### src/rtl/core/nnr_pkg.sv
`default_nettype none

package nnr_pkg;

	// field widths fixed by the interface
	localparam int NNR_COORD_W = 9;
	localparam int NNR_DIM_W   = 10;
	localparam int NNR_TRIG_W  = 16;
	localparam int NNR_PIX_W   = 32;
	localparam int NNR_CFG_W   = 16;
	localparam int NNR_IDX_W   = 2;

	// signed doubled offset from the centre, and its product with a trig value
	localparam int NNR_DELTA_W = NNR_DIM_W + 2;
	localparam int NNR_PROD_W  = NNR_DELTA_W + NNR_TRIG_W;

	// wide enough to compare against the largest store dimension
	localparam int NNR_LIM_W = 13;

	// default build
	localparam int NNR_MAX_WIDTH      = 512;
	localparam int NNR_MAX_HEIGHT     = 512;
	localparam int NNR_TRIG_FRAC_BITS = 14;

	// register map
	typedef enum logic [NNR_IDX_W-1:0] {
		CFG_FRAME_WIDTH  = 2'd0,
		CFG_FRAME_HEIGHT = 2'd1,
		CFG_COSINE       = 2'd2,
		CFG_SINE         = 2'd3
	} nnr_cfg_idx_t;

	// word kinds
	typedef enum logic {
		FUNC_LOAD  = 1'b0,
		FUNC_FETCH = 1'b1
	} nnr_func_t;

	// reset values of the registers
	localparam logic [NNR_DIM_W-1:0]         NNR_RST_WIDTH  = 10'd512;
	localparam logic [NNR_DIM_W-1:0]         NNR_RST_HEIGHT = 10'd512;
	localparam logic signed [NNR_TRIG_W-1:0] NNR_RST_COSINE = 16'sd16384;
	localparam logic signed [NNR_TRIG_W-1:0] NNR_RST_SINE   = 16'sd0;

	// mapping result handed to the store read
	typedef struct packed {
		logic vld;
		logic in_bounds;
	} nnr_map_ctl_t;

endpackage

`default_nettype wire

### src/rtl/core/nnr_src_map.sv
`default_nettype none

module nnr_src_map import nnr_pkg::*; #(
	parameter int MAX_WIDTH      = NNR_MAX_WIDTH,
	parameter int MAX_HEIGHT     = NNR_MAX_HEIGHT,
	parameter int TRIG_FRAC_BITS = NNR_TRIG_FRAC_BITS
) (
	input  wire  logic                                  clk,
	input  wire  logic                                  arst_n,
	input  wire  logic                                  issue,
	input  wire  logic [NNR_COORD_W-1:0]                col,
	input  wire  logic [NNR_COORD_W-1:0]                row,
	input  wire  logic [NNR_DIM_W-1:0]                  width,
	input  wire  logic [NNR_DIM_W-1:0]                  height,
	input  wire  logic signed [NNR_TRIG_W-1:0]          cosine,
	input  wire  logic signed [NNR_TRIG_W-1:0]          sine,
	output nnr_map_ctl_t                                ctl,
	output logic [$clog2(MAX_WIDTH*MAX_HEIGHT)-1:0]     addr
);

	localparam int ADDR_W = $clog2(MAX_WIDTH * MAX_HEIGHT);
	localparam int SUM_W  = ((TRIG_FRAC_BITS + NNR_DELTA_W > NNR_PROD_W) ?
		(TRIG_FRAC_BITS + NNR_DELTA_W) : NNR_PROD_W) + 2;
	localparam int SHIFT  = TRIG_FRAC_BITS + 1;
	localparam logic signed [SUM_W-1:0] BIAS = SUM_W'((1 << SHIFT) - 1);
	localparam logic [ADDR_W-1:0] ROW_PITCH = ADDR_W'(MAX_WIDTH);

	logic                         vld_s1, vld_s2, vld_s3;
	logic [NNR_COORD_W-1:0]       col_s1, row_s1;
	logic signed [NNR_DELTA_W-1:0] dx2, dy2;
	logic signed [NNR_PROD_W-1:0] cdx_s2, sdy_s2, sdx_s2, cdy_s2;
	logic signed [SUM_W-1:0]      off_x, off_y;
	logic signed [SUM_W-1:0]      nx_s3, ny_s3;
	logic signed [SUM_W-1:0]      bias_x, bias_y;
	logic signed [SUM_W-1:0]      src_col, src_row;
	logic                         in_x, in_y;

	// valid bits along the mapping pipe
	always_ff @(posedge clk or negedge arst_n) begin
		if (!arst_n) begin
			vld_s1 <= 1'b0;
			vld_s2 <= 1'b0;
			vld_s3 <= 1'b0;
		end else begin
			vld_s1 <= issue;
			vld_s2 <= vld_s1;
			vld_s3 <= vld_s2;
		end
	end

	// destination position
	always_ff @(posedge clk) begin
		col_s1 <= col;
		row_s1 <= row;
	end

	// doubled offsets from the centre, y axis pointing up
	assign dx2 = $signed({2'b00, col_s1, 1'b0}) - $signed({2'b00, width});
	assign dy2 = $signed({2'b00, height}) - $signed({2'b00, row_s1, 1'b0});

	// four rotation products
	always_ff @(posedge clk) begin
		cdx_s2 <= cosine * dx2;
		sdy_s2 <= sine * dy2;
		sdx_s2 <= sine * dx2;
		cdy_s2 <= cosine * dy2;
	end

	// centre plus one half, scaled by two to the fraction bits plus one
	assign off_x = SUM_W'({1'b0, width} + 11'd1) << TRIG_FRAC_BITS;
	assign off_y = SUM_W'({1'b0, height} + 11'd1) << TRIG_FRAC_BITS;

	// source coordinates before scaling
	always_ff @(posedge clk) begin
		nx_s3 <= SUM_W'(cdx_s2) - SUM_W'(sdy_s2) + off_x;
		ny_s3 <= off_y - SUM_W'(sdx_s2) - SUM_W'(cdy_s2);
	end

	// truncate toward zero: negative values round up before the shift
	assign bias_x  = nx_s3[SUM_W-1] ? BIAS : '0;
	assign bias_y  = ny_s3[SUM_W-1] ? BIAS : '0;
	assign src_col = (nx_s3 + bias_x) >>> SHIFT;
	assign src_row = (ny_s3 + bias_y) >>> SHIFT;

	// frame bounds
	assign in_x = !src_col[SUM_W-1] && (src_col[SUM_W-2:0] < (SUM_W-1)'(width));
	assign in_y = !src_row[SUM_W-1] && (src_row[SUM_W-2:0] < (SUM_W-1)'(height));

	// read request into the frame store
	assign ctl.vld       = vld_s3;
	assign ctl.in_bounds = in_x && in_y;
	assign addr = ADDR_W'(src_row[NNR_DIM_W-1:0]) * ROW_PITCH
		+ ADDR_W'(src_col[NNR_DIM_W-1:0]);

endmodule

`default_nettype wire

### config.mk
export PLATFORM = sky130hd
export DESIGN_NAME = nnr_src_map
export DESIGN_NICKNAME = d
export VERILOG_FILES = /design/src/rtl/core/nnr_pkg.sv /design/src/rtl/core/nnr_src_map.sv
export SDC_FILE = /design/constraint.sdc
export NUM_CORES = 2
export LEC_CHECK = 0
export BUFFER_PORTS_ARGS = -buffer_cell sky130_fd_sc_hd__buf_2
export CELL_PAD_IN_SITES_DETAIL_PLACEMENT = 1
export CELL_PAD_IN_SITES_GLOBAL_PLACEMENT = 2
export CORE_MARGIN = 4
export CORE_UTILIZATION = 35
export CTS_CLUSTER_SIZE = 8
export DETAILED_ROUTE_END_ITERATION = 12
export GPL_TIMING_DRIVEN = 0
export PLACE_DENSITY_LB_ADDON = 0.1
export SYNTH_ARGS = -nofsm -noshare
export SYNTH_HDL_FRONTEND = slang
export SYNTH_SLANG_ARGS = --single-unit
### constraint.sdc
create_clock -name clk -period 7.1 [get_ports clk]
set_input_delay 0.355 -clock clk [delete_from_list [all_inputs] [get_ports clk]]
set_output_delay 0.355 -clock clk [all_outputs]
set_load 0.05 [all_outputs]
After elaboration in Yosys (flattened, before gate mapping)
Cells that the tools add are included.
- multiplexer cells: 2
- order comparisons: 2
- $add $sub $neg: 11
- multipliers: 4
- reduce and logical (&&, ||, !) cells: 5
- operators with widths (cell ; count):
    $mul A16 B11 Y27 ; 4
    $add A29 B16 Y30 ; 2
    $lt A29 B10 Y1 ; 2
    $mux W15 ; 2
    $add A28 B26 Y29 ; 1
    $sub A28 B27 Y29 ; 1
    $sub A26 B27 Y28 ; 1
    $sub A27 B27 Y28 ; 1
    $add A10 B1 Y11 const B ; 2
    $sub A10 B10 Y11 ; 2
    $add A18 B10 Y18 ; 1
    $logic_and A1 B1 Y1 ; 3
    $logic_not A1 Y1 ; 2
- bits in registers: 187

Longest topological paths before layout
- depth in word-level cells: 5
- mapped depth: 32
- mapped depth without buffers: 31

Worst setup path before layout
OpenSTA, ideal clock, no wires.
- path type: input to register
- from: input height[1]
- to: register, netlist name sdy_s2[26]
- slack: -0.001 ns
- buffers on the path: 2
- required time: 7.028 ns
- arrival time: 7.029 ns
- stages on the path: 30
- path through: inv_1 ha_1 fa_1 nor2b_1 o21ai_1 a21boi_1 o21ai_1 a21boi_1 o21a_1 or3_1 clkbuf_1 clkbuf_1 and3_1 fa_1 fa_1 fa_1 fa_1 inv_1 fa_1 inv_1 ha_1 a21o_1 a21o_1 a2111oi_4 o21ai_2 a221o_1 a221o_1 a21o_1 a21oi_2 xnor2_1
- cells in the longest elaborated chain, start to end: 2
- ends and longest elaborated chain (item ; line ; RTL):
    start, declared ; nnr_src_map.sv:14 ; input wire logic [NNR_DIM_W-1:0] height,
    $sub A10 B10 Y11 ; nnr_src_map.sv:59 ; assign dy2 = $signed({2'b00, height}) - $signed({2'b00, row_s1, 1'b0});
    $mul A16 B11 Y27 ; nnr_src_map.sv:64 ; sdy_s2 <= sine * dy2;
No other way between the ends.

Worst setup path after layout
- from: register row_s1[0]
- to: register, netlist name sdy_s2[26]
- cells in the longest elaborated chain, start to end: 2
- ends and longest elaborated chain (item ; line ; RTL):
    start, declared ; nnr_src_map.sv:29 ; logic [NNR_COORD_W-1:0] col_s1, row_s1;
    start signal, assigned ; nnr_src_map.sv:54 ; row_s1 <= row;
    $sub A10 B10 Y11 ; nnr_src_map.sv:59 ;
    $mul A16 B11 Y27 ; nnr_src_map.sv:64 ;
No other way between the ends.

==> qor.yml <==
outcome:
  outcome: "finished, violations left"
  failed_checks: "setup timing"
route:
  initialDrtViolationCount: 1619
  detailedRoute.firstPassIterationCount: 5
  drt-wirelength-per-cell_um: 22.2
  via_count: 27400
  wire_length_after_detailed_routing_um: 125000
  drtAntennaViolNets: 0
  avgViaCountPerCell: 4.87
  drc_errors: 0
layout:
  layout-drive-gt1-share_pct: 11.0
  layout_common_cells: "945 x sky130_fd_sc_hd__inv_1, 660 x sky130_fd_sc_hd__fa_1, 354 x sky130_fd_sc_hd__ha_1"
  mostFrequentLayoutCell: "sky130_fd_sc_hd__inv_1"
  finish.net_count: 5368
  flow.area_growth_from_synthesis_pct: 15.0
sta:
  drv_slew: 0
  post_route_clock_period_utilization_pct: 102
  tns_ps: -112
  grt_setup_unrepaired: "true"
  post-route-min-period_ps: 7210
  timing.final.ws_setup_ps: -112
  worst_slew_pin_slew_ps: 1290
  report.final.hold_viol_count: 0
  maximum_frequency_from_static_timing_analysis_mhz: 139
  setup_violations: 1
  worst_slew_slack_as_a_fraction_of_its_limit_pct: 14.0
  clock_skew_ps: 24.2
clocking:
  tritoncts.num_buffers: 17
  clk_pin_slew_worst_paths_ps: 90
  cts.htree.levels: 4
  clk_sink_count: 187
  clock_insertion_delay_worst_skew_ps: 530
  tritoncts_clock_tree: "built"
  clock-root-buffer: "sky130_fd_sc_hd__clkbuf_16"
  cts.path.max_buffers: 2
synth:
  postSynth.topFlopCell: "sky130_fd_sc_hd__dfxtp_1"
  synth-edff-count: 0
  syn_inst: 4017
  synthesis.area_mm2: 0.0360
  yosysUniqueCellTypes: 73
  async_flop_share_pct: 1.60
  yosys_warnings: 0
  mean_area_per_synthesized_cell_um2: 8.96
  synth.yosys.seq_area_share_pct: 10.4
  postSynthRegisterBits: 187
  syn_nets: 5146
worst_setup_path:
  worst_setup_path_end_kind: "register"
  critPathArrivalTime_ps: 7660
  path_class: "reg -> reg"
  critical-path-max-stage-delay_ps: 550
  critical_path.top_delay_family: "adder cells"
  r2r-start: "row_s1[0]"
  setup.reg_to_reg.worst_slack_ps: -110
  r2r_cells: 30
  required_ps: 7550
  start_kind: "register"
  cpMaxStageDelayCell: "sky130_fd_sc_hd__fa_2"
  path_common_cell: "sky130_fd_sc_hd__fa_2"
  timing.critical_path.buf_inv: 4
  timing.rr.end: "sdy_s2[26]"
  crit_cells: 30
  path_max_fanout: 5
hold_path:
  hold_class: "in -> async"
floorplanning:
  die_height_um: 329
  die_width_um: 329
  boundaryPins: 93
  floorplan.initialDensity_pct: 35.3
  design.die.area_mm2: 0.108
  core-area_mm2: 0.102
  floorplan.rows: 117
place:
  buffer_ports.inserted: 92
  dpl.hpwl_um: 104000
  place.gp.congestion: 0.860
global_routing:
  global_route_wire_length_before_repair_um: 187000
  pin_count_of_the_biggest_net_entering_global_routing: 19
  gr-usage-all-layers_pct: 23.8
  grt_overflow_total: 0
  grt_pass1_vias: 29500
  number_of_antenna_violations_at_the_first_check_in_global_routing: 19
job:
  timing.max_cap.violations: 0
synthesized netlist by cell type (8+ instances only):
library cell / n / area [µm²]
sky130_fd_sc_hd__ha_1: 382 / 4780
sky130_fd_sc_hd__nand3_1: 45 / 225
sky130_fd_sc_hd__a31oi_1: 14 / 87.6
sky130_fd_sc_hd__nor2b_1: 54 / 338
sky130_fd_sc_hd__clkbuf_1: 139 / 522
sky130_fd_sc_hd__o21a_1: 24 / 180
sky130_fd_sc_hd__dfxtp_1: 184 / 3680
sky130_fd_sc_hd__o21ai_1: 16 / 80.1
sky130_fd_sc_hd__a21oi_1: 128 / 641
sky130_fd_sc_hd__o211ai_1: 8 / 60.1
sky130_fd_sc_hd__or3_1: 17 / 106
sky130_fd_sc_hd__o21bai_1: 18 / 135
sky130_fd_sc_hd__xnor2_1: 160 / 1400
sky130_fd_sc_hd__nand2_1: 345 / 1290
sky130_fd_sc_hd__and3_1: 45 / 282
sky130_fd_sc_hd__nand4_1: 14 / 87.6
sky130_fd_sc_hd__nor3_1: 45 / 225
sky130_fd_sc_hd__a21o_1: 62 / 465
sky130_fd_sc_hd__nand2b_1: 55 / 344
sky130_fd_sc_hd__fa_1: 674 / 13500
sky130_fd_sc_hd__a211oi_1: 16 / 120
sky130_fd_sc_hd__inv_1: 960 / 3600
sky130_fd_sc_hd__o21ai_0: 61 / 305
sky130_fd_sc_hd__xor2_1: 36 / 315
sky130_fd_sc_hd__and2_1: 290 / 1810
sky130_fd_sc_hd__nor2_1: 125 / 469
per-stage QoR:
step | setup WS, ps | util, % | instances | instance area [µm²] | hold WS (ps)
final | -112 | 40.6 | 5626 | 41400 | 164
after global routing | -394 | 40.6 | 5621 | 41400 | 132
after CTS | -352 | 39.6 | 5577 | 40300 | 110
after detailed placement | -2410 | 37.5 | 5477 | 38200 | 152
after global placement | -2360 | 37.4 | 5477 | 38200 | 150
after floorplan | 57.5 | - | 4017 | 36000 | 59.4
area by class of cell:
type                       instances  area [µm²]
fill                           11900       60500
sequential                       187        3770
clock inverter                    14         128
tap                             1368        1710
multi-input combinational       2729       29300
timing repair buffer             205        1480
inverter                         961        3620
buffer                           138         895
antenna                            6        15.0
clock buffer                      18         429
registers in the layout, indices dropped and copies added, names as in the netlist:
signal,cells
nx_s3,29
col_s1,9
ny_s3,29
row_s1,9
vld_s3,1
vld_s2,1
cdx_s2,27
vld_s1,1
sdy_s2,27
cdy_s2,27
sdx_s2,27
repair_timing:
item                       CTS  global route
setup endpoints to repair   66            38
pin swaps                   74           110
hold endpoints to repair    22             0
gates resized for setup    233           174
cloned                       0             1
buffers inserted            50            43
hold buffers                20             0
worst max-delay path by stage:
stage                 end      start
2_1_floorplan  sdy_s2[26]  height[1]
3_3_place_gp   cdy_s2[26]  height[1]
3_5_place_dp   cdy_s2[26]  height[2]
4_1_cts        sdy_s2[26]  row_s1[0]
5_1_grt        sdy_s2[26]  row_s1[0]
6_report       sdy_s2[26]  row_s1[0]
per-layer routing:
metal | track usage, % | wire length [µm] | up-vias
met2 | 37.4 | 56900 | 486
li1 | - | - | 12600
met4 | 6.06 | 2750 | 2
met3 | 3.67 | 6310 | 84
met1 | 34.2 | 58900 | 14200
met5 | 0 | 20 | -
logic make-up (layout without fill, tap and decap cells):
family	count (synthesis)	count (layout)	share of synthesized area (%)
buffers and inverters	1101	1336	11.5
other	0	6	0
AND/OR/NAND/NOR	1059	1059	14.9
AO/OA/AOI/OAI	414	414	7.45
flip-flops	187	187	10.4
multiplexers	3	3	0.0869
adder cells (fa/ha/maj)	1057	1057	50.8
XOR/XNOR	196	196	4.77
Power is left out: the tool's default activity adds up to more than one toggle a clock period on the data nets, which glitch-free logic cannot reach.
